`src/sv/bmsd_pkg.sv`:
```
// Package for the button matrix scanner: sizes, request/event structs and
// the per-lane event type. No dependencies; every other file imports it.
`default_nettype none

package bmsd_pkg;

	localparam int ROW_COUNT   = 8;
	localparam int COL_COUNT   = 4;
	localparam int SAMPLE_BITS = 10;
	localparam int ROW_W       = 3;
	localparam int COL_W       = 2;
	localparam int ID_W        = 5;
	localparam int TIMER_W     = 8;
	localparam int HOLD_W      = 8;
	localparam int CFG_W       = SAMPLE_BITS;
	localparam int CFG_IDX_W   = 1;

	// Reset values of the configuration registers
	localparam logic [SAMPLE_BITS-1:0] PRESS_LEVEL_RST = SAMPLE_BITS'(200);
	localparam logic [HOLD_W-1:0]      HOLD_RST        = HOLD_W'(10);

	// Request kinds
	localparam logic REQ_SCAN = 1'b0;
	localparam logic REQ_TICK = 1'b1;

	// Event kinds
	localparam logic EV_PRESS   = 1'b0;
	localparam logic EV_RELEASE = 1'b1;

	// Configuration register indexes
	localparam logic [CFG_IDX_W-1:0] CFG_PRESS_LEVEL = 1'b0;
	localparam logic [CFG_IDX_W-1:0] CFG_RELEASE_HOLD = 1'b1;

	typedef struct packed {
		logic                   req_type;
		logic [ROW_W-1:0]       row_index;
		logic [SAMPLE_BITS-1:0] sample_col0;
		logic [SAMPLE_BITS-1:0] sample_col1;
		logic [SAMPLE_BITS-1:0] sample_col2;
		logic [SAMPLE_BITS-1:0] sample_col3;
	} in_req_t;

	typedef struct packed {
		logic            event_kind;
		logic [ID_W-1:0] button_id;
		logic            last_event;
	} out_evt_t;

	// What one column lane found for the scanned row
	typedef struct packed {
		logic hit;
		logic kind;
	} lane_ev_t;

endpackage

`default_nettype wire

```
`src/sv/bmsd_lane.sv`:
```
// One column lane: holds off timers and report flags for the buttons of its
// column and decides the press/release event for the scanned row. Uses bmsd_pkg.
`default_nettype none

module bmsd_lane
	import bmsd_pkg::*;
(
	input  wire logic                   clk,
	input  wire logic                   arst_n,
	input  wire logic                   scan_en,
	input  wire logic                   tick_en,
	input  wire logic [ROW_W-1:0]       row,
	input  wire logic [SAMPLE_BITS-1:0] sample,
	input  wire logic [SAMPLE_BITS-1:0] press_level,
	input  wire logic [HOLD_W-1:0]      release_hold,
	output lane_ev_t                    ev
);

	logic [TIMER_W-1:0]   timer_q [ROW_COUNT];
	logic [ROW_COUNT-1:0] counting_q;
	logic [ROW_COUNT-1:0] press_rep_q;
	logic [ROW_COUNT-1:0] rel_rep_q;

	logic               pressed;
	logic [TIMER_W-1:0] timer_cur;
	logic               count_keep;
	logic               release_due;
	logic               press_ev;
	logic               rel_ev;

	// Evaluate the scanned button
	always_comb begin
		pressed     = sample > press_level;
		count_keep  = counting_q[row] && !pressed;
		timer_cur   = count_keep ? timer_q[row] : '0;
		release_due = timer_cur > release_hold;
		press_ev    = pressed && !press_rep_q[row];
		rel_ev      = release_due && !rel_rep_q[row];
		ev.hit      = scan_en && (press_ev || rel_ev);
		ev.kind     = press_ev ? EV_PRESS : EV_RELEASE;
	end

	// Update state on a scan or advance all timers on a tick
	always_ff @(posedge clk or negedge arst_n) begin
		if (!arst_n) begin
			for (int i = 0; i < ROW_COUNT; i++) begin
				timer_q[i] <= '0;
			end
			counting_q  <= '0;
			press_rep_q <= '0;
			rel_rep_q   <= '1;
		end else if (tick_en) begin
			for (int i = 0; i < ROW_COUNT; i++) begin
				if (timer_q[i] != '1) begin
					timer_q[i] <= timer_q[i] + TIMER_W'(1);
				end
			end
		end else if (scan_en) begin
			timer_q[row]    <= timer_cur;
			counting_q[row] <= !pressed && !release_due;
			if (press_ev) begin
				press_rep_q[row] <= 1'b1;
				rel_rep_q[row]   <= 1'b0;
			end else if (rel_ev) begin
				press_rep_q[row] <= 1'b0;
				rel_rep_q[row]   <= 1'b1;
			end
		end
	end

endmodule

`default_nettype wire

```
`src/sv/bmsd_merge.sv`:
```
// Merge stage: captures the lane events of one request, hands them out one per cycle
// unless stalled, lowest column first, through an output register. Uses bmsd_pkg.
`default_nettype none

module bmsd_merge
	import bmsd_pkg::*;
(
	input  wire logic             clk,
	input  wire logic             arst_n,
	input  wire logic             load_en,
	input  wire logic [ROW_W-1:0] row,
	input  wire lane_ev_t         ev [COL_COUNT],
	output logic                  take_ok,
	output logic                  out_valid,
	input  wire logic             out_ready,
	output out_evt_t              out_data
);

	logic [COL_COUNT-1:0] pend_s1;
	logic [COL_COUNT-1:0] kind_s1;
	logic [ROW_W-1:0]     row_s1;
	logic                 out_valid_q;
	out_evt_t             out_q;

	logic [COL_COUNT-1:0] hits;
	logic                 pend_any;
	logic                 pop;
	logic [COL_W-1:0]     sel;
	logic [COL_COUNT-1:0] pend_rest;

	// Gather the lane hits, column c on bit c
	always_comb begin
		for (int c = 0; c < COL_COUNT; c++) begin
			hits[c] = ev[c].hit;
		end
	end

	// Pick the lowest pending column
	always_comb begin
		sel = '0;
		for (int c = COL_COUNT - 1; c >= 0; c--) begin
			if (pend_s1[c]) begin
				sel = COL_W'(c);
			end
		end
		pend_any       = |pend_s1;
		pend_rest      = pend_s1;
		pend_rest[sel] = 1'b0;
		pop            = pend_any && (!out_valid_q || out_ready);
		take_ok        = !pend_any || (pop && (pend_rest == '0));
	end

	// Hold pending lane events of the current request
	always_ff @(posedge clk or negedge arst_n) begin
		if (!arst_n) begin
			pend_s1 <= '0;
		end else if (load_en) begin
			pend_s1 <= hits;
		end else if (pop) begin
			pend_s1 <= pend_rest;
		end
	end

	always_ff @(posedge clk) begin
		if (load_en) begin
			for (int c = 0; c < COL_COUNT; c++) begin
				kind_s1[c] <= ev[c].kind;
			end
			row_s1 <= row;
		end
	end

	// Output register
	always_ff @(posedge clk or negedge arst_n) begin
		if (!arst_n) begin
			out_valid_q <= 1'b0;
		end else if (pop) begin
			out_valid_q <= 1'b1;
		end else if (out_ready) begin
			out_valid_q <= 1'b0;
		end
	end

	always_ff @(posedge clk) begin
		if (pop) begin
			out_q.event_kind <= kind_s1[sel];
			out_q.button_id  <= ID_W'(ID_W'(sel) * ID_W'(ROW_COUNT)) + ID_W'(row_s1);
			out_q.last_event <= pend_rest == '0;
		end
	end

	assign out_valid = out_valid_q;
	assign out_data  = out_q;

endmodule

`default_nettype wire

```
`src/sv/button_matrix_scan_debounce_core.sv`:
```
// Top level of the button matrix scanner with release debounce: config
// registers, four column lanes and the event merge stage. Uses bmsd_pkg,
// bmsd_lane and bmsd_merge.
//
//   channel  handshake            payload
//   in       in_valid/in_ready    in_data  (in_req_t: scan or tick request)
//   out      out_valid/out_ready  out_data (out_evt_t: one event)
//   cfg      cfg_we               cfg_addr, cfg_wdata (no wait, no read-back)
//
// A request updates lane state at the edge that accepts it; its events are
// captured in the merge stage's pending register and then enter the output
// register one per cycle while the output is not stalled (up to 4 events for
// a scan; a tick or quiet scan gives none).
// in_ready is high only while no event is pending or the last pending one
// moves into the output register this cycle, so a stalled output holds input.
// Reset clears all timers and flags; release flags come up set.
`default_nettype none

module button_matrix_scan_debounce_core
	import bmsd_pkg::*;
(
	input  wire logic                 clk,
	input  wire logic                 arst_n,
	input  wire logic                 in_valid,
	output logic                      in_ready,
	input  wire in_req_t              in_data,
	output logic                      out_valid,
	input  wire logic                 out_ready,
	output out_evt_t                  out_data,
	input  wire logic                 cfg_we,
	input  wire logic [CFG_IDX_W-1:0] cfg_addr,
	input  wire logic [CFG_W-1:0]     cfg_wdata
);

	logic [SAMPLE_BITS-1:0] press_level_q;
	logic [HOLD_W-1:0]      hold_q;

	logic                   accept;
	logic                   scan_en;
	logic                   tick_en;
	logic [SAMPLE_BITS-1:0] samples [COL_COUNT];
	lane_ev_t               lane_ev [COL_COUNT];

	// Configuration registers
	always_ff @(posedge clk or negedge arst_n) begin
		if (!arst_n) begin
			press_level_q <= PRESS_LEVEL_RST;
			hold_q        <= HOLD_RST;
		end else if (cfg_we) begin
			unique case (cfg_addr)
				CFG_PRESS_LEVEL:  press_level_q <= cfg_wdata;
				CFG_RELEASE_HOLD: hold_q        <= cfg_wdata[HOLD_W-1:0];
				default: ;
			endcase
		end
	end

	// Decode the accepted request
	always_comb begin
		accept     = in_valid && in_ready;
		tick_en    = accept && (in_data.req_type == REQ_TICK);
		scan_en    = accept && (in_data.req_type == REQ_SCAN)
			&& ({1'b0, in_data.row_index} < (ROW_W + 1)'(ROW_COUNT));
		samples[0] = in_data.sample_col0;
		samples[1] = in_data.sample_col1;
		samples[2] = in_data.sample_col2;
		samples[3] = in_data.sample_col3;
	end

	// Column lanes
	for (genvar c = 0; c < COL_COUNT; c++) begin : g_lane
		bmsd_lane u_lane (
			.clk          (clk),
			.arst_n       (arst_n),
			.scan_en      (scan_en),
			.tick_en      (tick_en),
			.row          (in_data.row_index),
			.sample       (samples[c]),
			.press_level  (press_level_q),
			.release_hold (hold_q),
			.ev           (lane_ev[c])
		);
	end

	// Serialize lane events
	bmsd_merge u_merge (
		.clk       (clk),
		.arst_n    (arst_n),
		.load_en   (accept),
		.row       (in_data.row_index),
		.ev        (lane_ev),
		.take_ok   (in_ready),
		.out_valid (out_valid),
		.out_ready (out_ready),
		.out_data  (out_data)
	);

endmodule

`default_nettype wire

```
`config.mk`:
```
export PLATFORM = sky130hd
export DESIGN_NAME = button_matrix_scan_debounce_core
export DESIGN_NICKNAME = d
export VERILOG_FILES = /design/src/sv/bmsd_pkg.sv /design/src/sv/bmsd_lane.sv /design/src/sv/bmsd_merge.sv /design/src/sv/button_matrix_scan_debounce_core.sv
export SDC_FILE = /design/constraint.sdc
export NUM_CORES = 1
export LEC_CHECK = 0
export ABC_AREA = 1
export BUFFER_PORTS_ARGS = -buffer_cell sky130_fd_sc_hd__buf_2
export CAP_MARGIN = 30
export CORE_MARGIN = 1
export CORE_UTILIZATION = 40
export CTS_CLUSTER_DIAMETER = 100
export DETAILED_ROUTE_END_ITERATION = 8
export PLACE_DENSITY_LB_ADDON = 0.12
export SLEW_MARGIN = 20
export SYNTH_ARGS = -nofsm -noshare
export SYNTH_HDL_FRONTEND = slang
export SYNTH_SLANG_ARGS = --single-unit
```
`constraint.sdc`:
```
create_clock -name clk -period 7.1 [get_ports clk]
set_input_delay 0 -clock clk [delete_from_list [all_inputs] [get_ports clk]]
set_output_delay 0 -clock clk [all_outputs]
set_load 0.01 [all_outputs]
```
# Word level (Yosys, flattened, before mapping)
# Index checks and enable logic that the tools add are counted.
# totals
regBits	389
latch_bits	0
ram_bits	0
rom_bits	0
input_bits	60
out_inout_bits	9
n_memories	0
# op_classes
addsub	33
mul	0
div_mod_pow	0
magnitude_cmp	14
eq_ne	64
shift	0
n_mux	124
n_bitwise	23
reduce_logical	100
# op_table
cell	count
64-bit 2-to-1 mux	8
8-bit 2-to-1 mux	61
8-bit by 1-bit adder with 8-bit output (second input constant)	32
64-bit bitwise mux	4
8-bit != test (second input constant)	32
8-bit binary-select mux with 3-bit select	4
2-bit AND reduction	35
8-bit AND	8
8-bit bitwise OR	8
2-bit by 1-bit != test with 1-bit output (second input constant)	24
10-bit > comparator	4
1-bit binary-select mux with 3-bit select	12
8-bit bitwise mux	4
8-bit > comparator	4
1-bit logical AND	28
8-bit demux with 3-bit select	1
1-bit 2-to-1 mux	21
1-bit zero test	18
2-bit != test (second input constant)	8
2-bit nonzero test	7
3-bit AND reduction	4
2-bit 2-to-1 mux	4
4-bit 2-to-1 mux	2
8-bit inverter	1
other kinds (17)	24

# Depth between registers and ports, before layout
# Gate-level depths: netlist (run 1).
# depth
depth_word	17
ltp_mapped	25
depth_no_buf	23

# Modules after synthesis
# Synthesis (run 1) repeated with hierarchy kept, for this count alone.
# hier_totals
cells_unflattened	4893
hier_area_um2	30559.3
# modules_own_cells
mod	n_inst	cells_each	area_per_inst_um2	seq_area_each_um2
bmsd_lane at g_lane[0].u_lane ...	2	1185	7243.2	2212.1
bmsd_lane at g_lane[1].u_lane	1	1176	7284.5	2212.1
bmsd_lane at g_lane[3].u_lane	1	1189	7219.4	2212.1
bmsd_merge	1	74	817.0	545.5
button_matrix_scan_debounce_core	1	84	752.0	456.7

# Least setup slack after synthesis (run 1)
# Ideal clock, no wire load.
# synth_path
path_type	register to register
start	register press_level_q[7]
end	register with a tool-made name
setup_ps	128
arrival_time_ps	2840
required_time_ps	6972
path_slack_ps	4132
stages_incl_launch_ff	22
synth_period_minus_slack_ps	2968
cell_sequence	dfstp_2 > inv_1 > ha_1 > nand2_1 > nor2_1 > nand3_1 > nand3_1 > nand2_2 > nand3_4 > inv_1 > ha_1 > inv_1 > o21bai_1 > nand2_1 > nand2_1 > nand2_1 > a21oi_1 > nand2_1 > nand2_2 > nand2_1 > nand2_1 > o21ai_0
# synth_lines
element	line	source
start: declaration	button_matrix_scan_debounce_core.sv:35	logic [SAMPLE_BITS-1:0] press_level_q;
start signal: assignment	button_matrix_scan_debounce_core.sv:51	CFG_PRESS_LEVEL: press_level_q <= cfg_wdata;

==> out/metrics.yaml, run 1 <==
routing:
  routed_wl_mm: 92.9
  wl_per_cell_um: 17.1
  vias: 27100
  drtIter0Drc: 2263
  vias_per_cell: 4.99
  drcViolationCount: 0
  detail-route-antenna-nets: 0
  drtPass1Iterations: 6
setup_path:
  path_class: "reg2reg"
  worstPathArrival_ns: 4.80
  critPathCaptureType: "register"
  cp_max_fo: 9
  cp.required_ns: 7.59
  cp-start-kind: "register"
sta:
  period_share: 0.607
  tns_ns: 0
  fin_ws_ns: 2.79
  fin_crit_ns: 4.31
  relSlewSlack: 0.331
  worst_hold_slack_ns: 0.00222
  worstMarginPinSlew_ns: 1.00
  fmax_ghz: 0.232
  drv_slew: 0
  rsz0062_at_grt: "false"
  setup_viol: 0
  hold_viol_final: 0
  clock_skew_ns: 0.0262
worst_hold_path:
  hold_path_class: "in2async"
die:
  die_h_um: 270
  io_pins: 69
  start_util: 0.407
  dieArea_um2: 72600
  core-area_um2: 70400
  fp-row-count: 97
  die_x_um: 270
synth:
  syn_inst: 4445
  avgSynthCellArea_um2: 6.44
  syn_nets: 4609
  yosysTopAreaCell: "dfrtp_1"
  synth-warning-count: 0
  synth-edff-count: 14
  ys_top_cells_by_area: "dfrtp_1 30%, nand2_1 17%, nor2_1 12%"
  ys_ff_latch: 389
  synth-seq-area-share: 0.344
  async_reset_ff_frac: 0.964
  synth_ff_type: "dfrtp_1"
  synth_most_common_cell: "nand2_1"
  synth_top_area_share: 0.296
  syn_area_um2: 28600
  synthTopCellsByCount: "1,321 x nand2_1, 917 x nor2_1, 590 x inv_1"
  synthDistinctLibCells: 40
place:
  dp_slack_ns: 2.68
  dp_hpwl_mm: 62.6
  io_buffer_count: 68
  finalWeightedCongestion: 0.871
  place_area_um2: 29600
global_route:
  grt_pass1_vias: 25300
  grt_first_pass_wirelength_mm: 146
  overflow: 0
  grt_usage: 0.254
  antenna_found_initial: 1
  grt_max_degree: 175
clock_network:
  cts_setup_buffers: 0
  cts_max_level: 2
  clock_sinks: 389
  cts_tree: "done"
  clockBufferDepth: 3
  clock_latency_ns: 0.62
  cts.repair.resized: 0
  clockRootBuffer: "clkbuf_16"
  cts.clk_slew.worst_paths_ns: 0.06
  cts_made_buffers: 49
run:
  cap_violations: 0
power_and_ir_drop:
  p_leak_uw: 0.0168
  finalPower_uw: 12400
  vdd_drop_max_uv: 194
  power_density_nw_per_um2: 394
layout:
  final_cell_area_um2: 31500
  drive_gt1_frac: 0.0804
  syn_to_final_growth_pct: 10.0
  nNetsFinal: 4615
status:
  outcome: "completed"
[stage by stage]
stage               utilization  instances
floorplan                     -       4445
finish                    0.447       5431
detailed placement        0.421       5322
CTS                       0.447       5430
global route              0.447       5430
global placement          0.420       5321
[logic make-up (layout without fill, tap and decap cells)]
kind of cell / count (synthesis) / after routing / synth area share
buffers and inverters: 758 / 803 / 0.106
DFF: 389 / 389 / 0.344
AOI/OAI and AO/OA: 429 / 429 / 0.0786
and+or+nand+nor: 2606 / 2606 / 0.377
other: 0 / 1 / 0
adders and majority gates: 104 / 104 / 0.0455
xor gates and xnor gates: 159 / 159 / 0.0487
[metal layers]
layer  routed length [um]  global-route usage  up-vias  part of all wire
met5                    0                   0        -                 0
met4                 1970              0.0607        0             0.021
met3                 5240              0.0275      123             0.056
met2                42600               0.415      712              0.46
met1                43100               0.358    12600              0.46
li1                     -                   -    13600                 -
[area by class of cell]
| class | instances | area, um^2 |
|---|---|---|
| clock buffer | 77 | 1500 |
| antenna | 1 | 2.50 |
| multi-input combinational | 3298 | 15700 |
| sequential | 389 | 9850 |
| inverter | 606 | 2280 |
| clock inverter | 13 | 191 |
| timing repair buffer | 107 | 744 |
| tap | 940 | 1180 |
| fill | 7508 | 38900 |
[worst paths after layout]
check,from,endpoint,slack [ns],cells after the start
worst max-delay path,press_level_q[7],register,2.79,21
worst min-delay path,arst_n,press_level_q[9],0.002,2
worst max register to register,press_level_q[7],register,2.79,21
worst min register to register,u_merge.row_s1[1],u_merge.out_data[2],0.42,0
max in group asynchronous,arst_n,g_lane[0].u_lane.timer_q[56],5.74,3
min in group clk,in_data[43],g_lane[0].u_lane.timer_q[34],0.07,5
[cell usage in the layout (no fill, tap or decap), types with 5 or more instances in the layout]
cell and count:
nand3_1 126, a21boi_0 19, nor3_1 36, clkbuf_1 13, edfxtp_1 14, a21boi_1 5, o21ai_0 332, dfrtp_1 338
clkbuf_8 14, dfstp_2 37, nand3_4 11, nand2_2 14, dlygate4sd3_1 18, xor2_1 145, nand2_1 1319, o21bai_1 8
nor4_1 18, buf_2 65, inv_2 15, a21oi_1 40, xnor2_1 14, clkinv_2 7, nand3_2 24, clkbuf_16 51
nand4_1 41, nor2_2 16, o21ai_1 16, inv_1 588, nand3b_2 6, nor2_1 917, or2_2 64, buf_4 19
ha_1 104
[where the power goes]
part	internal [uW]	switching, uW	total, uW
Combinational	1920	3570	5500
Clock	1570	1070	2640
Sequential	3300	972	4270
Total	6800	5620	12400
[repair_timing]
action	in CTS	in global routing
endpoints found under the hold margin	112	0
hold buffers	18	0
setup endpoints to repair	0	0
[worst max-delay path, cell delays in order (launching register included)]
cell and delay (ns):
dfstp_2 0.53, inv_1 0.09, ha_1 0.30, nand2_1 0.05, nor2_1 0.16, nand3_1 0.10
nand3_1 0.12, nand2_1 0.48, nand3b_2 0.51, inv_1 0.09, ha_1 0.30, inv_1 0.04
o21bai_1 0.12, nand2_1 0.06, nand2_1 0.06, nand2_1 0.05, a21oi_1 0.50, nand2_1 0.14
nand2_2 0.20, nand2_1 0.12, nand2_1 0.07, o21ai_0 0.07
Note: power is estimated with default switching activity, not from simulation.
==> run 2, diff against run 1 <==
==> constraint.sdc (replaced) <==
create_clock -name clk -period 3.7 [get_ports clk]
set_input_delay 0 -clock clk [delete_from_list [all_inputs] [get_ports clk]]
set_output_delay 0 -clock clk [all_outputs]
set_load 0.01 [all_outputs]
==> run 2 against run 1 <==
  * First-iteration DRC count fell by 23%
  * Global-route usage rose by 0.23 points
  * Final cell count rose by 1.4%
  * Register-to-register slack got worse by 2.6 ns
  * Combinational power rose by 96%
  * Sequential cell count did not move
  * Largest cell class unchanged
==> out/metrics.yaml, run 2 (synthesized netlist as in run 1, its figures left out) <==
setup_path:
  cp_common_cell: "nand2_1"  # unchanged
  cp_max_fo: 12  # was 9
  cp-start-kind: "register"  # unchanged
  worstPathArrival_ns: 4.04  # was 4.80 ns
  slowest_delay_ns: 0.80  # was 0.53 ns
  path_buf_inv: 3  # unchanged
  worstPathCellList: "nor2_2 > nand2_1 > nand2_1 > nand3_1 > nand2_1 > buf_4 > nand3_1 > nor2_1 > inv_1 > nand2_1 > inv_1 > nor2_1"  # was inv_1 > ha_1 > nand2_1 > nor2_1 > nand3_1 > nand3_1 > nand2_1 > nand3b_2 > inv_1 > ha_1 > inv_1 > o21bai_1 > nand2_1 > nand2_1 > nand2_1 > a21oi_1 > nand2_1 > nand2_2 > nand2_1 > nand2_1 > o21ai_0
  cp.required_ns: 4.26  # was 7.59 ns
  cp_top_family: "simple AND/OR/NAND/NOR gates"  # unchanged
  slowest_stage: "nor2_1"  # was dfstp_2
  path_class: "reg2reg"  # unchanged
  critPathCaptureType: "register"  # unchanged
clock_network:
  clock_latency_ns: 0.63  # was 0.62 ns
  clockRootBuffer: "clkbuf_16"  # unchanged
  cts_tree: "done"  # unchanged
  cts.clk_slew.worst_paths_ns: 0.06  # about the same
  cts_max_level: 2  # unchanged
  cts_setup_buffers: 0  # unchanged
  clockBufferDepth: 3  # unchanged
  cts_made_buffers: 51  # was 49
  clock_sinks: 389  # unchanged
sta:
  fin_ws_ns: 0.215  # was 2.79 ns
  hold_viol_final: 0  # unchanged
  period_share: 0.942  # was 0.607
  drv_slew: 0  # unchanged
  clock_skew_ns: 0.0329  # was 0.0262 ns
  fin_crit_ns: 3.48  # was 4.31 ns
  rsz0062_at_grt: "false"  # unchanged
  relSlewSlack: 0.421  # was 0.331
  worstMarginPinSlew_ns: 0.865  # was 1.00 ns
  tns_ns: 0  # unchanged
  setup_viol: 0  # unchanged
  fmax_ghz: 0.287  # was 0.232 GHz
power_and_ir_drop:
  vdd_drop_max_uv: 357  # was 194 uV
  p_int_uw: 13600  # was 6800 uW
  pwr-share-seq: 0.333  # was 0.344
  finalPower_uw: 24400  # was 12,400 uW
  p_clk_frac: 0.221  # was 0.213
  power.switching_uw: 10800  # was 5620 uW
  swShare: 0.443  # was 0.452
  p_leak_uw: 0.0173  # was 0.0168 uW
  power_density_nw_per_um2: 753  # was 394 nW/um^2
  pwr-share-comb: 0.445  # was 0.443
layout:
  syn_to_final_growth_pct: 12.9  # was 10.0%
  multiInputGateArea_um2: 15800  # was 15,700 um^2
  nNetsFinal: 4693  # was 4,615
  final_util: 0.459  # was 0.447
  sequential_cell_area_um2: 9850  # unchanged
  final_cell_mix: "1,320 x nand2_1, 915 x nor2_1, 588 x inv_1"  # was 1,319 x nand2_1, 917 x nor2_1, 588 x inv_1
  nFillCells: 7428  # was 7,508
  drive_gt1_frac: 0.0972  # was 0.0804
  antenna_cells: 0  # was 1
  final_cell_area_um2: 32300  # was 31,500 um^2
  final_common_cell: "nand2_1"  # unchanged
place:
  finalWeightedCongestion: 0.877  # was 0.871
  place_area_um2: 30300  # was 29,600 um^2
  dp_hpwl_mm: 63.7  # was 62.6 mm
  dp_slack_ns: 0.148  # was 2.68 ns
  io_buffer_count: 68  # unchanged
die:
  dieArea_um2: 72600  # unchanged
  die_x_um: 270  # unchanged
  core-area_um2: 70400  # unchanged
  fp-row-count: 97  # unchanged
  die_h_um: 270  # unchanged
  start_util: 0.407  # unchanged
  io_pins: 69  # unchanged
routing:
  drtPass1Iterations: 5  # was 6
  drcViolationCount: 0  # unchanged
  wl_per_cell_um: 16.9  # was 17.1 um
  detail-route-antenna-nets: 0  # unchanged
  drtIter0Drc: 1740  # was 2,263
  vias: 27100  # about the same
  vias_per_cell: 4.91  # was 4.99
  routed_wl_mm: 93.0  # was 92.9 mm
global_route:
  grt_usage: 0.256  # was 0.254
  grt_pass1_vias: 26000  # was 25,300
  grt_first_pass_wirelength_mm: 147  # was 146 mm
  grt_max_degree: 132  # was 175
  overflow: 0  # unchanged
  antenna_found_initial: 2  # was 1
worst_hold_path:
  hold_path_class: "in2reg"  # was in2async
run:
  cap_violations: 0  # unchanged
status:
  outcome: "completed"  # unchanged
[run 2: changes by cell type in the layout (fill, tap and decap cells not counted), sizes merged]
cell         delta
buf            +77
bufinv          +3
clkbuf          -1
clkinv          -1
diode           -1
dlygate4sd3     -1
inv             +1
[run 2: power groups by stage]
stage | Clock, uW | Sequential (uW) | Combinational [uW]
2_1_floorplan | 0 | 7640 | 8020
3_3_place_gp | 0 | 8140 | 10700
6_report | 5390 | 8120 | 10800
5_1_grt | 5670 | 8380 | 12500
4_1_cts | 5500 | 8090 | 10800
3_5_place_dp | 0 | 8140 | 10800
[run 2: final cells by class]
cell class,count,area share
inverter,606,0.0704
sequential,389,0.305
timing repair buffer,183,0.0445
clock buffer,76,0.0471
tap,940,0.0364
clock inverter,16,0.00894
multi-input combinational,3298,0.488
[run 2: final timing paths]
check	cells after the start	to	slack [ns]	from
setup reg to reg	12	g_lane[2].u_lane.timer_q[43]	0.22	u_merge.pend_s1[0]
hold / removal	5	g_lane[2].u_lane.timer_q[39]	0.04	in_data[43]
min in group asynchronous	2	async pin	0.09	arst_n
setup / recovery	12	g_lane[2].u_lane.timer_q[43]	0.22	u_merge.pend_s1[0]
hold reg to reg	0	u_merge.out_data[3]	0.42	u_merge.row_s1[2]
max in group asynchronous	3	async pin	3.13	arst_n
[run 2: tightest hold or removal path: cells and delay by family]
family / cells / cell delay (ns)
and+or+nand+nor: 3 / 0.31
buffers and inverters: 2 / 0.33
[run 2: routing by layer]
layer | vias up | GRT usage | part of all wire
li1 | 13800 | - | -
met4 | 2 | 0.0646 | 0.021
met1 | 12600 | 0.350 | 0.47
met5 | - | 0 | 0.00014
met2 | 579 | 0.429 | 0.46
met3 | 116 | 0.0295 | 0.047
[run 2: what timing repair did]
action / 4_1_cts / 5_1_grt
endpoints found under the setup margin: 0 / 60
gates resized for setup: 0 / 8
hold endpoints to repair: 374 / 0
hold buffers: 18 / 0
[run 2: through the flow]
step                      instances  hold slack [ns]
after floorplan                4445           -0.296
after global placement         5398           0.0324
after detailed placement       5398           0.0344
after CTS                      5508           0.0102
after global routing           5508           0.0704
final                          5508           0.0420
==> run 3, diff against run 2 <==
==> constraint.sdc (replaced) <==
create_clock -name clk -period 4.2 [get_ports clk]
set_input_delay 0 -clock clk [delete_from_list [all_inputs] [get_ports clk]]
set_output_delay 0 -clock clk [all_outputs]
set_load 0.01 [all_outputs]
==> run 3 against run 2 <==
  * Global-route usage is 0.12 points lower
  * Highest routed layer is now met4
  * Sequential power is 12% lower
  * Clock skew is 0.0068 ns higher
  * Combinational power is 13% lower
  * Sequential cell count stayed put
==> out/metrics.yaml, run 3 (synthesized netlist as in run 1, its figures left out) <==
routing:
  drcViolationCount: 0  # unchanged
  drtIter0Drc: 2058  # was 1,740
  wl_per_cell_um: 16.9  # about the same
  routed_wl_mm: 92.3  # was 93.0 mm
  vias_per_cell: 4.91  # about the same
  vias: 26900  # was 27,100
  detail-route-antenna-nets: 0  # unchanged
  drtPass1Iterations: 6  # was 5
global_route:
  overflow: 0  # unchanged
  grt_usage: 0.255  # was 0.256
  grt_pass1_vias: 25500  # was 26,000
  grt_first_pass_wirelength_mm: 147  # about the same
  grt_max_degree: 97  # was 132
  antenna_found_initial: 0  # was 2
layout:
  syn_to_final_growth_pct: 11.3  # was 12.9%
  antenna_cells: 0  # unchanged
  final_cell_mix: "1,321 x nand2_1, 917 x nor2_1, 588 x inv_1"  # was 1,320 x nand2_1, 915 x nor2_1, 588 x inv_1
  sequential_cell_area_um2: 9850  # unchanged
  drive_gt1_frac: 0.0881  # was 0.0972
  final_common_cell: "nand2_1"  # unchanged
  nNetsFinal: 4658  # was 4,693
  nFillCells: 7510  # was 7,428
  multiInputGateArea_um2: 15700  # was 15,800 um^2
die:
  die_x_um: 270  # unchanged
  dieArea_um2: 72600  # unchanged
  fp-row-count: 97  # unchanged
  io_pins: 69  # unchanged
  core-area_um2: 70400  # unchanged
  start_util: 0.407  # unchanged
  die_h_um: 270  # unchanged
power_and_ir_drop:
  power_density_nw_per_um2: 661  # was 753 nW/um^2
  vdd_drop_max_uv: 343  # was 357 uV
  finalPower_uw: 21100  # was 24,400 uW
  p_leak_uw: 0.0171  # was 0.0173 uW
place:
  dp_hpwl_mm: 63.7  # about the same
  dp_slack_ns: 0.583  # was 0.148 ns
  finalWeightedCongestion: 0.868  # was 0.877
  io_buffer_count: 68  # unchanged
setup_path:
  cp_top_family: "simple AND/OR/NAND/NOR gates"  # unchanged
  critPathCaptureType: "register"  # unchanged
  path_buf_inv: 3  # unchanged
  worstPathCellList: "inv_1 > ha_1 > nand2_1 > nor2_1 > nand3_1 > nand3_1 > nand2_1 > nand3_2 > inv_1 > ha_1 > inv_1 > o21bai_1 > nand2_1 > nand2_1 > nand2_1 > a21oi_1 > nand2_1 > nand2_2 > nand2_1 > nand2_1 > o21ai_0"  # was nor2_2 > nand2_1 > nand2_1 > nand3_1 > nand2_1 > buf_4 > nand3_1 > nor2_1 > inv_1 > nand2_1 > inv_1 > nor2_1
  cp_common_cell: "nand2_1"  # unchanged
  cp.required_ns: 4.70  # was 4.26 ns
  slowest_stage: "dfstp_2"  # was nor2_1
  startpoint: "press_level_q[7]"  # was u_merge.pend_s1[0]
  path_class: "reg2reg"  # unchanged
  cp-start-kind: "register"  # unchanged
  worstPathArrival_ns: 4.16  # was 4.04 ns
  cp_max_fo: 9  # was 12
  worstRegToRegCells: 21  # was 12
  r2r-start: "press_level_q[7]"  # was u_merge.pend_s1[0]
  slowest_delay_ns: 0.53  # was 0.80 ns
  r2r_slack_ns: 0.54  # was 0.22 ns
sta:
  setup_viol: 0  # unchanged
  hold_viol_final: 0  # unchanged
  rsz0062_at_grt: "false"  # unchanged
  worstMarginPinSlew_ns: 1.00  # was 0.865 ns
  tns_ns: 0  # unchanged
  drv_slew: 0  # unchanged
  relSlewSlack: 0.329  # was 0.421
  fin_crit_ns: 3.66  # was 3.48 ns
  fmax_ghz: 0.273  # was 0.287 GHz
  period_share: 0.871  # was 0.942
  clock_skew_ns: 0.0397  # was 0.0329 ns
  fin_ws_ns: 0.543  # was 0.215 ns
status:
  outcome: "completed"  # unchanged
clock_network:
  cts_setup_buffers: 0  # unchanged
  cts_max_level: 2  # unchanged
  clock_sinks: 389  # unchanged
  cts_tree: "done"  # unchanged
  cts.clk_slew.worst_paths_ns: 0.06  # about the same
  clockRootBuffer: "clkbuf_16"  # unchanged
  clockBufferDepth: 3  # unchanged
  cts_made_buffers: 51  # unchanged
  clock_latency_ns: 0.63  # about the same
run:
  cap_violations: 0  # unchanged
worst_hold_path:
  hold_path_class: "in2async"  # was in2reg
## run 3: through the flow
stage | instance area, um^2 | hold WS [ns] | util | cells
final | 31900 | 0.00294 | 0.453 | 5470
after global routing | 31900 | 0.0899 | 0.453 | 5470
after CTS | 31900 | 0.0386 | 0.453 | 5470
after detailed placement | 30000 | 0.107 | 0.426 | 5365
after global placement | 30000 | 0.104 | 0.426 | 5365
after floorplan | 28600 | -0.296 | - | 4445
## run 3: worst max path at each step
stage / slack [ns] / cells after the start / to
6_report: 0.54 / 21 / register
5_1_grt: 0.21 / 21 / register
4_1_cts: 0.56 / 21 / register
3_5_place_dp: 0.58 / 21 / register
3_3_place_gp: 0.63 / 22 / register
2_1_floorplan: 1.23 / 21 / register
## run 3: where the power goes
group	leakage (uW)	internal [uW]	switching, uW
Sequential	0.00464	5590	1580
Clock	0.000830	2650	1830
Combinational	0.0116	3360	6040
## run 3: cell type report
type / count / share of cell area
multi-input cells: 3298 / 0.494
flip-flops and latches: 389 / 0.309
inverters: 606 / 0.0715
clock buffers: 81 / 0.0487
well taps: 940 / 0.0369
repair buffers: 148 / 0.0350
clock inverters: 8 / 0.00456
## run 3: repair_timing
item                      in CTS  in global routing
hold endpoints to repair     116                  0
hold buffers                  16                  0
resized for setup              0                  0
## run 3: per-layer routing
layer | part of all wire | vias to the layer above | GRT usage
met5 | 0 | - | 0
met4 | 0.026 | 0 | 0.0730
met3 | 0.046 | 136 | 0.0272
met2 | 0.46 | 599 | 0.418
met1 | 0.47 | 12400 | 0.353
li1 | - | 13700 | -
